<file path="src/hw/rtl/mlct_pkg.sv">
// ----------------------------------------------------------------------------
// mlct_pkg
// Shared types and codes for the MESI line coherence tracker.
// ----------------------------------------------------------------------------
package mlct_pkg;

  // Default processor count sharing the line
  localparam int MAX_PROCESSORS_DEF = 8;

  // Fixed field widths
  localparam int CFG_W       = 4;
  localparam int PROC_W      = 3;
  localparam int REPORT_PROCS = 8;
  localparam int LINES_W     = 2 * REPORT_PROCS;
  localparam int IN_DATA_W   = 8;
  localparam int OUT_DATA_W  = 24;

  // Reset value of processors_in_use
  localparam logic [CFG_W-1:0] CFG_RESET = 4'd8;

  typedef enum logic [1:0] {
    ST_M = 2'd0,
    ST_E = 2'd1,
    ST_S = 2'd2,
    ST_I = 2'd3
  } line_st_t;

  typedef enum logic [1:0] {
    ACT_NONE   = 2'd0,
    ACT_BUSRD  = 2'd1,
    ACT_FLUSH  = 2'd2,
    ACT_BUSRDX = 2'd3
  } bus_act_t;

  typedef enum logic [1:0] {
    SRC_NONE  = 2'd0,
    SRC_MEM   = 2'd1,
    SRC_CACHE = 2'd2,
    SRC_WRITE = 2'd3
  } data_src_t;

  typedef enum logic {
    CMD_READ  = 1'b0,
    CMD_WRITE = 1'b1
  } cmd_t;

endpackage

</file>
<file path="src/hw/rtl/mesi_line_coherence_tracker_core.sv">
// ----------------------------------------------------------------------------
// mesi_line_coherence_tracker_core
// MESI state tracker for one cache line shared by several processors.
// Path: an accepted transaction passes through the input register, then the
//   result register, which drives out_tvalid; the state update and all decisions
//   settle combinationally between them.
// Throughput: one transaction per cycle while out_tready does not stall the result register.
// Reset (rst_n low, synchronous): every line state Invalid, processor count 8,
//   both pipeline registers empty.
// ----------------------------------------------------------------------------
module mesi_line_coherence_tracker_core #(
  parameter int MAX_PROCESSORS = mlct_pkg::MAX_PROCESSORS_DEF
) (
  input  logic                              clk,
  input  logic                              rst_n,

  // Configuration: processors_in_use
  input  logic                              cfg_wr_en,
  input  logic [mlct_pkg::CFG_W-1:0]        cfg_wr_data,

  // Bus events
  input  logic                              in_tvalid,
  output logic                              in_tready,
  // [0] cmd, [3:1] proc, [7:4] zero
  input  logic [mlct_pkg::IN_DATA_W-1:0]    in_tdata,

  // Results
  output logic                              out_tvalid,
  input  logic                              out_tready,
  // [15:0] line_states, [17:16] bus_action, [19:18] data_source,
  // [22:20] source_cache, [23] zero
  output logic [mlct_pkg::OUT_DATA_W-1:0]   out_tdata
);

  // Index and count widths follow the processor count
  localparam int IDX_W = (MAX_PROCESSORS > 1) ? $clog2(MAX_PROCESSORS) : 1;
  localparam int CNT_W = $clog2(MAX_PROCESSORS + 1);

  // --------------------------------------------------------------------------
  // Stored state
  // --------------------------------------------------------------------------
  mlct_pkg::line_st_t                 line_st_r [MAX_PROCESSORS];
  mlct_pkg::line_st_t                 line_st_nxt [MAX_PROCESSORS];
  logic [mlct_pkg::CFG_W-1:0]         procs_cfg_r;

  // Input register
  logic                               s1_valid_r;
  mlct_pkg::cmd_t                     s1_cmd_r;
  logic [mlct_pkg::PROC_W-1:0]        s1_proc_r;

  // Result register
  logic                               out_valid_r;
  logic [mlct_pkg::LINES_W-1:0]       out_lines_r;
  mlct_pkg::bus_act_t                 out_act_r;
  mlct_pkg::data_src_t                out_src_r;
  logic [mlct_pkg::PROC_W-1:0]        out_cache_r;

  // Next result values
  logic [mlct_pkg::LINES_W-1:0]       lines_nxt;
  mlct_pkg::bus_act_t                 act_nxt;
  mlct_pkg::data_src_t                src_nxt;
  logic [mlct_pkg::PROC_W-1:0]        cache_nxt;

  // Flow control
  logic                               s1_adv;

  // Decision terms
  logic [CNT_W-1:0]                   n_eff;
  logic [MAX_PROCESSORS-1:0]          active;
  logic [MAX_PROCESSORS-1:0]          is_req;
  logic                               req_ok;
  logic                               any_valid;
  logic                               has_e;
  logic                               has_m;
  logic                               has_s;
  logic [IDX_W-1:0]                   e_idx;
  logic [IDX_W-1:0]                   m_idx;
  logic [IDX_W-1:0]                   first_s;
  logic                               m_other;
  logic                               reader_is_m;
  logic [CNT_W-1:0]                   num_s;
  mlct_pkg::line_st_t                 mid_st [MAX_PROCESSORS];

  // --------------------------------------------------------------------------
  // Handshake: advance the input register into the result register whenever
  // the result register is empty or being drained this cycle.
  // --------------------------------------------------------------------------
  assign s1_adv    = s1_valid_r && (!out_valid_r || out_tready);
  assign in_tready = !s1_valid_r || s1_adv;

  // --------------------------------------------------------------------------
  // Effective processor count: clamp zero to one and cap at MAX_PROCESSORS.
  // --------------------------------------------------------------------------
  always_comb begin
    if (procs_cfg_r == '0) begin
      n_eff = CNT_W'(1);
    end else if (32'(procs_cfg_r) >= MAX_PROCESSORS) begin
      n_eff = CNT_W'(MAX_PROCESSORS);
    end else begin
      n_eff = CNT_W'(procs_cfg_r);
    end
  end

  assign req_ok = (32'(s1_proc_r) < 32'(n_eff));

  // --------------------------------------------------------------------------
  // Coherence decision for the transaction held in the input register.
  // --------------------------------------------------------------------------
  always_comb begin
    any_valid = 1'b0;
    has_e     = 1'b0;
    has_m     = 1'b0;
    e_idx     = '0;
    m_idx     = '0;
    for (int i = 0; i < MAX_PROCESSORS; i++) begin
      active[i] = (i < 32'(n_eff));
      is_req[i] = (32'(s1_proc_r) == i);
      if (active[i] && line_st_r[i] != mlct_pkg::ST_I) begin
        any_valid = 1'b1;
      end
      // Highest index wins for both E and M holders
      if (active[i] && line_st_r[i] == mlct_pkg::ST_E) begin
        has_e = 1'b1;
        e_idx = IDX_W'(i);
      end
      if (active[i] && line_st_r[i] == mlct_pkg::ST_M) begin
        has_m = 1'b1;
        m_idx = IDX_W'(i);
      end
    end

    m_other     = has_m && (32'(m_idx) != 32'(s1_proc_r));
    reader_is_m = has_m && !m_other;

    // Demote a foreign M holder before the S census
    for (int i = 0; i < MAX_PROCESSORS; i++) begin
      mid_st[i] = line_st_r[i];
      if (m_other && (32'(m_idx) == i)) begin
        mid_st[i] = mlct_pkg::ST_S;
      end
    end

    // Count S holders and find the lowest one
    has_s   = 1'b0;
    num_s   = '0;
    first_s = '0;
    for (int i = 0; i < MAX_PROCESSORS; i++) begin
      if (active[i] && mid_st[i] == mlct_pkg::ST_S) begin
        if (!has_s) begin
          first_s = IDX_W'(i);
        end
        has_s = 1'b1;
        num_s = num_s + CNT_W'(1);
      end
    end

    line_st_nxt = line_st_r;
    act_nxt     = mlct_pkg::ACT_NONE;
    src_nxt     = mlct_pkg::SRC_NONE;
    cache_nxt   = '0;

    if (req_ok) begin
      if (s1_cmd_r == mlct_pkg::CMD_READ) begin
        if (!any_valid) begin
          // Cold miss: reader takes the line exclusive from memory
          for (int i = 0; i < MAX_PROCESSORS; i++) begin
            if (is_req[i]) begin
              line_st_nxt[i] = mlct_pkg::ST_E;
            end
          end
          act_nxt = mlct_pkg::ACT_BUSRD;
          src_nxt = mlct_pkg::SRC_MEM;
        end else if (has_e) begin
          // Exclusive holder flushes; holder and reader end up shared
          for (int i = 0; i < MAX_PROCESSORS; i++) begin
            if (is_req[i] || (32'(e_idx) == i)) begin
              line_st_nxt[i] = mlct_pkg::ST_S;
            end
          end
          act_nxt   = mlct_pkg::ACT_FLUSH;
          src_nxt   = mlct_pkg::SRC_CACHE;
          cache_nxt = mlct_pkg::PROC_W'(e_idx);
        end else if (!reader_is_m) begin
          line_st_nxt = mid_st;
          if (m_other) begin
            act_nxt   = mlct_pkg::ACT_BUSRD;
            src_nxt   = mlct_pkg::SRC_CACHE;
            cache_nxt = mlct_pkg::PROC_W'(m_idx);
          end
          // A partial set of sharers overrides with a flush from the lowest
          if (has_s && (num_s != n_eff)) begin
            act_nxt   = mlct_pkg::ACT_FLUSH;
            src_nxt   = mlct_pkg::SRC_CACHE;
            cache_nxt = mlct_pkg::PROC_W'(first_s);
          end
          for (int i = 0; i < MAX_PROCESSORS; i++) begin
            if (is_req[i]) begin
              line_st_nxt[i] = mlct_pkg::ST_S;
            end
          end
        end
        // Reader already Modified: hold everything
      end else begin
        // Write: invalidate every other active copy, writer goes Modified
        for (int i = 0; i < MAX_PROCESSORS; i++) begin
          if (is_req[i]) begin
            line_st_nxt[i] = mlct_pkg::ST_M;
          end else if (active[i]) begin
            line_st_nxt[i] = mlct_pkg::ST_I;
          end
        end
        act_nxt = mlct_pkg::ACT_BUSRDX;
        src_nxt = mlct_pkg::SRC_WRITE;
      end
    end

    // Pack the first eight processors; unused slots report Invalid
    for (int i = 0; i < mlct_pkg::REPORT_PROCS; i++) begin
      lines_nxt[2*i +: 2] = mlct_pkg::ST_I;
      if (i < MAX_PROCESSORS) begin
        if (i < 32'(n_eff)) begin
          lines_nxt[2*i +: 2] = line_st_nxt[i];
        end
      end
    end
  end

  // --------------------------------------------------------------------------
  // Line state and processor count. A configuration write drops every copy.
  // --------------------------------------------------------------------------
  always_ff @(posedge clk) begin
    if (!rst_n) begin
      procs_cfg_r <= mlct_pkg::CFG_RESET;
      for (int i = 0; i < MAX_PROCESSORS; i++) begin
        line_st_r[i] <= mlct_pkg::ST_I;
      end
    end else if (cfg_wr_en) begin
      procs_cfg_r <= cfg_wr_data;
      for (int i = 0; i < MAX_PROCESSORS; i++) begin
        line_st_r[i] <= mlct_pkg::ST_I;
      end
    end else if (s1_adv) begin
      line_st_r <= line_st_nxt;
    end
  end

  // --------------------------------------------------------------------------
  // Input register
  // --------------------------------------------------------------------------
  always_ff @(posedge clk) begin
    if (!rst_n) begin
      s1_valid_r <= 1'b0;
    end else if (in_tready) begin
      s1_valid_r <= in_tvalid;
    end
  end

  always_ff @(posedge clk) begin
    if (in_tvalid && in_tready) begin
      s1_cmd_r  <= mlct_pkg::cmd_t'(in_tdata[0]);
      s1_proc_r <= in_tdata[mlct_pkg::PROC_W:1];
    end
  end

  // --------------------------------------------------------------------------
  // Result register: load on advance, drop once taken.
  // --------------------------------------------------------------------------
  always_ff @(posedge clk) begin
    if (!rst_n) begin
      out_valid_r <= 1'b0;
    end else if (s1_adv) begin
      out_valid_r <= 1'b1;
    end else if (out_tready) begin
      out_valid_r <= 1'b0;
    end
  end

  always_ff @(posedge clk) begin
    if (s1_adv) begin
      out_lines_r <= lines_nxt;
      out_act_r   <= act_nxt;
      out_src_r   <= src_nxt;
      out_cache_r <= cache_nxt;
    end
  end

  assign out_tvalid = out_valid_r;
  assign out_tdata  = {1'b0, out_cache_r, out_src_r, out_act_r, out_lines_r};

endmodule
</file>
<file path="config.mk">
export PLATFORM = sky130hd
export DESIGN_NAME = mesi_line_coherence_tracker_core
export DESIGN_NICKNAME = d
export VERILOG_FILES = /design/src/hw/rtl/mlct_pkg.sv /design/src/hw/rtl/mesi_line_coherence_tracker_core.sv
export SDC_FILE = /design/constraint.sdc
export NUM_CORES = 1
export LEC_CHECK = 0
export BUFFER_PORTS_ARGS = -buffer_cell sky130_fd_sc_hd__buf_4
export CAP_MARGIN = 20
export CELL_PAD_IN_SITES_DETAIL_PLACEMENT = 1
export CELL_PAD_IN_SITES_GLOBAL_PLACEMENT = 2
export CORE_MARGIN = 2
export CORE_UTILIZATION = 38
export DETAILED_ROUTE_END_ITERATION = 8
export PLACE_DENSITY = 0.9
export SLEW_MARGIN = 25
export SYNTH_ARGS = -nofsm -noshare
export SYNTH_HDL_FRONTEND = slang
export SYNTH_SLANG_ARGS = --single-unit
</file>
<file path="constraint.sdc">
create_clock -name clk -period 17.1 [get_ports clk]
set_input_delay 1.71 -clock clk [delete_from_list [all_inputs] [get_ports clk]]
set_output_delay 1.71 -clock clk [all_outputs]
set_load 0.03 [all_outputs]
</file>
==> results.json, run 1 <==
{
  "synth_fa_ha_area_share_pct": 3.128,
  "synth_edf_count": 27,
  "postCtsHoldBufs": 0,
  "worstRegToRegCells": 33,
  "synth_compound_gate_area_share_pct": 30.88,
  "overflow": 0,
  "synth-simple-area-share_pct": 26.33,
  "crit_top_cell": "nand2_1",
  "core_area_mm2": 0.01137,
  "yosys_warnings": 0,
  "async_reset_ff_share_pct": 0,
  "gp_congestion": 0.9286,
  "die_area_mm2": 0.01246,
  "routedWlPerCell_um": 20.62,
  "vias_per_cell": 6.250,
  "reg2reg_setup_slack_ns": 8.45,
  "rsz0062_at_grt": "no",
  "crit_path_top_delay_cell": "dfxtp_1",
  "finalMaxSlewViolations": 0,
  "min_path_type": "flip-flop to flip-flop",
  "dr.pass1.iters": 5,
  "syn_area_per_cell_um2": 7.830,
  "tritoncts": "done",
  "whs_endpoint": "out_tvalid",
  "cts_sinks": 49,
  "fmax_mhz": 115.6,
  "max_slew_margin_pct": 33.92,
  "setup_violations": 0,
  "cp-end-kind": "flip-flop",
  "place_hpwl_mm": 11.17,
  "drv_cap": 0,
  "reg2reg_to": "out_src_r[1]",
  "min_period_ns": 8.650,
  "grt_pass1_vias": 4656,
  "synth_mux_area_share_pct": 1.706,
  "antenna_found_initial": 0,
  "routed-via-count": 4500,
  "first_iter_violations": 300,
  "hold_depth": 1,
  "yosys.area.top_type": "edfxtp_1",
  "worst_path_largest_cell_delay_ns": 0.64,
  "die_height_um": 111.6,
  "drc": 0,
  "ys_seq_area_share_pct": 28.43,
  "clkLatencyLatePin_ns": 0.30,
  "ioPinCount": 43,
  "htree_num_levels": 2,
  "vdd.ir_drop.worst_uv": 42.66,
  "yosysUniqueCellTypes": 87,
  "ys_ff_latch": 49,
  "place_inst": 712,
  "period_share_pct": 50.59,
  "die_w_um": 111.6,
  "fin_area_mm2": 0.004885,
  "final_common_cell": "nand2_1",
  "cts-root-buf": "clkbuf_16",
  "netlist.area_leader.share_pct": 18.42,
  "fin_hold_ws_ns": 0.5462,
  "power_density_mw_per_mm2": 72.49,
  "status": "finished, final reports clean",
  "port_buffers": 37,
  "nets": 604,
  "routed_wl_mm": 14.85,
  "cp-start-kind": "flip-flop",
  "worst_pin_slew_ns": 0.9875,
  "nFillCells": 1411,
  "syn_to_final_growth_pct": 11.00,
  "numCtsBuffers": 5,
  "grtUsageTotal_pct": 24.02,
  "clock_skew_ns": 0.008621,
  "postRouteAntennaNets": 0,
  "clock_path_buffers": 2,
  "synth_xor_area_share_pct": 4.293,
  "syn_inst": 562,
  "cts_setup_buffers": 0,
  "r2r_start": "procs_cfg_r[3]",
  "synth_top_family_by_area": "compound AO/OA/AOI/OAI gates",
  "synthTopCellsByArea": "edfxtp_1 18%, dfxtp_1 10%, nand2_1 6.2%",
  "syn-cell-area_mm2": 0.004400,
  "diodes": 0,
  "num_rows": 39,
  "worstPathArrival_ns": 8.68,
  "path_clk_slew_ns": 0.07,
  "worstHoldStart": "s1_valid_r",
  "grt_start_max_net_pins": 32,
  "hold_viol": 0,
  "placed_area_mm2": 0.004723,
  "synth_flop_cell": "edfxtp_1",
  "leakage_uw": 0.001937,
  "finalSetupTns_ns": 0,
  "final_util_pct": 42.96,
  "fin_cells": 720,
  "worstPathMaxFanout": 15,
  "critPathRequiredTime_ns": 17.13,
  "final_cell_mix": "73 x nand2_1, 58 x nor2_1, 51 x a21oi_1, 42 x o21ai_0, 41 x buf_4",
  "path_class": "flip-flop to flip-flop",
  "grt_pass1_wl_mm": 24.52,
  "cts_resized": 0,
  "synth_nets": 590,
  "start_util_pct": 38.70,
  "drive_gt1_share_pct": 13.52
}
synthesized netlist by cell type, drive strengths merged, types with 10 or more instances:
cell    count
or3        10
dfxtp      22
nand2      73
a31oi      10
edfxtp     27
nor3       22
ha         11
inv        14
clkbuf     20
nor2       60
buf        14
nor2b      11
o211ai     19
o21ai      45
a21oi      52
nand2b     11
kinds of logic (layout without fill, tap and decap cells):
logic type,after synthesis,count (layout)
and+or+nand+nor,234,234
AOI/OAI and AO/OA,195,195
buffers and inverters,50,65
DFF,49,49
xor gates and xnor gates,15,15
adders and majority gates,11,11
muxes,7,7
other,1,1
flip-flops by register name, indices dropped and copies added (netlist names):
signal,flops
line_st_r,16
out_act_r,2
out_cache_r,3
out_lines_r,16
out_src_r,2
out_tvalid,1
procs_cfg_r,4
s1_cmd_r,1
s1_proc_r,3
s1_valid_r,1
final cells by class:
type                    count  area [um^2]  share of cell area (%)
multi-input cells         463         2932                   60.02
flip-flops and latches     49         1251                   25.61
repair buffers             41        307.8                   6.301
well taps                 143        178.9                   3.663
clock buffers               6        138.9                   2.843
inverters                  16        62.56                   1.281
clock inverters             2        13.76                  0.2818
worst max-delay path by stage:
stage	cells past startpoint	startpoint	slack (ns)	to
after floorplan	34	procs_cfg_r[3]	10.10	out_src_r[1]
after global placement	33	procs_cfg_r[3]	8.69	out_src_r[1]
after detailed placement	33	procs_cfg_r[3]	8.53	out_src_r[1]
after CTS	33	procs_cfg_r[3]	8.49	out_src_r[1]
after global routing	33	procs_cfg_r[3]	7.93	out_src_r[1]
final	33	procs_cfg_r[3]	8.45	out_src_r[1]
where the power goes:
part | leakage, uW | internal (uW) | switching (uW)
combinational | 0.00145 | 39.7 | 70.8
clock | 0.0000768 | 58.3 | 44.8
sequential | 0.000413 | 132 | 8.52
total | 0.00194 | 230 | 124
critical path: cells and delay by family (launching register included):
family	cells	cell delay, ns
flops	1	0.64
compound gates	9	2.36
simple gates	15	2.89
mux	1	0.26
fa+ha+maj	6	1.73
buf+inv	2	0.48
metrics by stage:
stage          setup slack, ns  total power [uW]
5_1_grt                  7.933             371.3
3_5_place_dp             8.535             250.7
4_1_cts                  8.488             354.1
3_3_place_gp             8.688             247.0
6_report                 8.450             354.1
2_1_floorplan            10.10             219.7
per-layer routing:
| metal | GRT usage (%) | routed length (um) | up-vias |
|---|---|---|---|
| met2 | 40.12 | 7216 | 117 |
| met5 | 0 | 0 | - |
| met3 | 3.375 | 658 | 21 |
| met4 | 6.996 | 269 | 0 |
| met1 | 32.54 | 6702 | 2255 |
| li1 | - | - | 2107 |
Note: power is estimated with default switching activity, not from simulation.
==> inputs of run 2 (changes only) <==
- CORE_UTILIZATION: 38 -> 36
- PLACE_DENSITY: 0.9 -> 0.87
- clock period: 17.1 -> 8.8 ns (I/O delays scaled with it)
==> run 2 against run 1 <==
  * Sequential power up 95%
  * Cell area up 1.1%
  * Worst hold slack worse by 0.011 ns
  * Total power up 95%
  * Maximum frequency up 5.7%
  * Worst setup slack worse by 7.8 ns
  * Wire length down 0.65%
  * Die area up 5.4%
  * Critical path type unchanged
  * Largest cell class unchanged
  * Highest routed layer unchanged
==> results.json, run 2 (same netlist as run 1, synthesis figures left out) <==
{
  "drv_cap": 0,
  "final_common_cell": "nand2_1",
  "ioPinCount": 43,
  "routedWlPerCell_um": 20.21,
  "hold_viol": 0,
  "clkLatencyLatePin_ns": 0.29,
  "syn_to_final_growth_pct": 12.17,
  "nFillCells": 1502,
  "finalSetupTns_ns": 0,
  "postRouteAntennaNets": 0,
  "clock_path_buffers": 2,
  "drive_gt1_share_pct": 14.24,
  "final_cell_mix": "73 x nand2_1, 58 x nor2_1, 51 x a21oi_1, 47 x buf_4, 42 x o21ai_0",
  "nets": 610,
  "min_period_ns": 8.180,
  "die_w_um": 114.6,
  "vdd.ir_drop.worst_uv": 85.00,
  "total_power_uw": 690.1,
  "cts_sinks": 49,
  "numCtsBuffers": 5,
  "clock_skew_ns": 0.008159,
  "setup_violations": 0,
  "grt_pass1_wl_mm": 23.71,
  "postCtsHoldBufs": 0,
  "critPathRequiredTime_ns": 8.84,
  "power_density_mw_per_mm2": 139.8,
  "rsz0062_at_grt": "no",
  "port_buffers": 37,
  "path_clk_slew_ns": 0.07,
  "place_hpwl_mm": 11.37,
  "htree_num_levels": 2,
  "min_path_type": "flip-flop to flip-flop",
  "path_class": "flip-flop to flip-flop",
  "cpLargestDelayFamily": "compound AO/OA/AOI/OAI gates",
  "leakage_uw": 0.001969,
  "max_slew_margin_pct": 32.93,
  "cts_setup_buffers": 0,
  "fin_hold_ws_ns": 0.5354,
  "routed-via-count": 4473,
  "period_share_pct": 92.96,
  "num_rows": 40,
  "cts-root-buf": "clkbuf_16",
  "status": "finished, final reports clean",
  "reg_top3": "line_st_r (16), out_lines_r (16), procs_cfg_r (4)",
  "fmax_mhz": 122.2,
  "vias_per_cell": 6.127,
  "worst_pin_slew_ns": 1.002,
  "reg2reg_setup_slack_ns": 0.62,
  "final_util_pct": 41.27,
  "die_height_um": 114.6,
  "crit_path_top_delay_cell": "dfxtp_1",
  "worstPathMaxFanout": 12,
  "finalMaxSlewViolations": 0,
  "dr.pass1.iters": 4,
  "cp-start-kind": "flip-flop",
  "diodes": 0,
  "pre_cts_ws_ns": 0.7236,
  "core_area_mm2": 0.01196,
  "worstPathArrival_ns": 8.22,
  "tritoncts": "done",
  "grt_start_max_net_pins": 32,
  "grtUsageTotal_pct": 22.93,
  "start_util_pct": 36.79,
  "overflow": 0,
  "cp-end-kind": "flip-flop",
  "routed_wl_mm": 14.75,
  "drc": 0,
  "crit_buf_inv": 1,
  "die_area_mm2": 0.01312,
  "antenna_found_initial": 0,
  "gp_congestion": 0.9215,
  "grt_pass1_vias": 4395,
  "setup_ws_ns": 0.6197,
  "cts_resized": 0,
  "first_iter_violations": 325,
  "worst_path_largest_cell_delay_ns": 0.70
}
[run 2: final cells by class]
cell class                 instances  area, um^2  area share (%)
multi-input combinational        463        2928           59.32
inverter                          16       62.56           1.267
tap                              147       183.9           3.726
timing repair buffer              47       352.8           7.148
clock buffer                       7       152.6           3.093
sequential                        49        1251           25.35
clock inverter                     1       5.005          0.1014
[run 2: per-stage QoR]
stage | area (um^2) | cells
detailed placement | 4773 | 722
global placement | 4773 | 722
finish | 4936 | 730
global route | 4936 | 730
floorplan | 4400 | 562
CTS | 4931 | 730
[run 2: layer usage]
layer  up-vias  wire length [um]  global-route usage [%]
met1      2210              6822                   31.65
met5         -                 0                       0
met4         0               211                   4.797
met3        15               644                   3.017
met2       114              7072                   38.34
li1       2134                 -                       -
[run 2: power breakdown]
part | total (uW) | switching [uW] | leakage (uW) | internal (uW)
clock network | 204 | 83.1 | 0.0000799 | 120
registers | 273 | 16.2 | 0.000413 | 256
logic | 214 | 136 | 0.00148 | 78.0
[run 2: path summary, 6_finish.rpt]
| kind | startpoint | end | depth (start not counted) |
|---|---|---|---|
| worst max-delay path | procs_cfg_r[2] | out_src_r[1] | 32 |
| worst min-delay path | s1_valid_r | out_tvalid | 1 |
| worst max register to register | procs_cfg_r[2] | out_src_r[1] | 32 |
| worst min register to register | s1_valid_r | out_tvalid | 1 |
==> inputs of run 3 (changes only) <==
- GPL_ROUTABILITY_DRIVEN: default -> 0
- GPL_TIMING_DRIVEN: default -> 0
- MAX_ROUTING_LAYER: default -> met4
==> run 3 against run 2 <==
  * Sequential power decreased by 3%
  * Cell count increased by 3.2%
  * Largest power group unchanged
  * Register-to-register slack got worse by 0.06 ns
  * First-iteration DRC count increased by 4.3%
  * Utilization increased by 0.72 points
  * Wire length increased by 5.3%
  * Cell area increased by 1.7%
  * Worst hold slack improved by 0.0065 ns
  * Clock power increased by 8%
  * Via count increased by 3.4%
  * Non-clock buffer count increased by 23
==> results.json, run 3 (same netlist as run 1, synthesis figures left out) <==
{
  "status": "finished, final reports clean",
  "cp-end-kind": "flip-flop",
  "diodes": 0,
  "nFillCells": 1481,
  "num_rows": 40,
  "grtUsageTotal_pct": 24.95,
  "finalSetupTns_ns": 0,
  "crit_path_top_delay_cell": "o311a_1",
  "dr.pass1.iters": 5,
  "reg2reg_setup_slack_ns": 0.56,
  "vias_per_cell": 6.145,
  "fin_cells": 753,
  "finalMaxSlewViolations": 0,
  "die_height_um": 114.6,
  "total_power_uw": 713.2,
  "leakage_uw": 0.001992,
  "critPathCapture": "out_src_r[1]",
  "routed_wl_mm": 15.53,
  "worstRegToRegCells": 34,
  "syn_to_final_growth_pct": 14.13,
  "routed-via-count": 4627,
  "min_period_ns": 8.235,
  "grt_pass1_vias": 4585,
  "hold_viol": 0,
  "r2r_start": "procs_cfg_r[3]",
  "place_hpwl_mm": 12.24,
  "worstPathArrival_ns": 8.27,
  "drv_cap": 0,
  "routedWlPerCell_um": 20.62,
  "die_w_um": 114.6,
  "grt_start_max_net_pins": 32,
  "antenna_found_initial": 0,
  "worst_path_largest_cell_delay_ns": 0.51,
  "cpLargestDelayFamily": "compound AO/OA/AOI/OAI gates",
  "max_slew_margin_pct": 38.51,
  "worstPathMaxFanout": 10,
  "postCtsHoldBufs": 0,
  "path_clk_slew_ns": 0.07,
  "first_iter_violations": 339,
  "rsz0062_at_grt": "no",
  "drive_gt1_share_pct": 13.20,
  "overflow": 0,
  "grt_pass1_wl_mm": 24.74,
  "tritoncts": "done",
  "htree_num_levels": 2,
  "power_density_mw_per_mm2": 142.0,
  "core_area_mm2": 0.01196,
  "clock_skew_ns": 0.008750,
  "worst_pin_slew_ns": 0.9154,
  "final_common_cell": "nand2_1",
  "path_class": "flip-flop to flip-flop",
  "cts_sinks": 49,
  "start_util_pct": 36.79,
  "cts-root-buf": "clkbuf_16",
  "fmax_mhz": 121.4,
  "ioPinCount": 43,
  "port_buffers": 36,
  "crit_cells": 34,
  "clock_path_buffers": 2,
  "crit_buf_inv": 3,
  "final_cell_mix": "73 x nand2_1, 58 x nor2_1, 51 x a21oi_1, 41 x o21ai_0, 38 x buf_4",
  "seq_area_mm2": 0.001251,
  "period_share_pct": 93.58,
  "setup_violations": 0,
  "startpoint": "procs_cfg_r[3]",
  "cp-start-kind": "flip-flop",
  "critPathRequiredTime_ns": 8.84,
  "vdd.ir_drop.worst_uv": 113.4,
  "cts_setup_buffers": 0,
  "reg_top3": "line_st_r (16), out_lines_r (16), procs_cfg_r (4)",
  "min_path_type": "flip-flop to flip-flop",
  "place_inst": 745,
  "numCtsBuffers": 5,
  "reg2reg_to": "out_src_r[1]",
  "multiInputGateArea_mm2": 0.002923,
  "nets": 633,
  "postRouteAntennaNets": 0,
  "clkLatencyLatePin_ns": 0.30,
  "die_area_mm2": 0.01312,
  "drc": 0,
  "cts_resized": 0
}
==> run 3: cell types whose count changed in the layout (fill, tap and decap cells not counted), sizes merged <==
cell,delta
clkbuf,+19
bufinv,+1
buf,+3
==> run 3: final cells by class <==
type,count,area share [%]
Clock buffer,6,2.566
Buffer,34,3.264
Inverter,16,1.246
Tap cell,147,3.662
Clock inverter,2,0.7723
Multi-Input combinational cell,463,58.20
Timing Repair Buffer,36,5.381
Sequential cell,49,24.91
==> run 3: how the worst min path moves through the flow <==
stage,startpoint,to,slack [ns],depth (start not counted)
6_report,s1_valid_r,out_tvalid,0.54,1
4_1_cts,s1_valid_r,out_tvalid,0.55,1
3_5_place_dp,s1_valid_r,out_tvalid,0.53,1
2_1_floorplan,s1_valid_r,out_tvalid,0.49,1
3_3_place_gp,s1_valid_r,out_tvalid,0.50,1
5_1_grt,s1_valid_r,out_tvalid,0.56,1
==> run 3: through the flow <==
step                      area (um^2)  utilization, %  hold slack, ns  setup WS, ns
after floorplan                  4400               -          0.4855         1.802
after global placement           4855           40.59          0.5002        0.6530
after detailed placement         4855           40.59          0.5258        0.3924
after CTS                        5022           41.99          0.5475        0.3779
after global routing             5022           41.99          0.5630       0.02370
final                            5022           41.99          0.5419        0.5646
==> run 3: layer usage <==
| metal | global-route usage (%) | up-vias | routed length (um) |
|---|---|---|---|
| li1 | - | 2173 | - |
| met1 | 32.98 | 2267 | 7024 |
| met2 | 40.28 | 162 | 7254 |
| met3 | 2.806 | 25 | 876 |
| met4 | 7.398 | 0 | 369 |
| met5 | - | - | 0 |
==> run 3: power breakdown <==
group / switching, uW / internal (uW) / leakage (uW)
logic: 148 / 79.2 / 0.00150
registers: 8.60 / 256 / 0.000413
clock network: 86.4 / 135 / 0.0000810
total: 243 / 470 / 0.00199
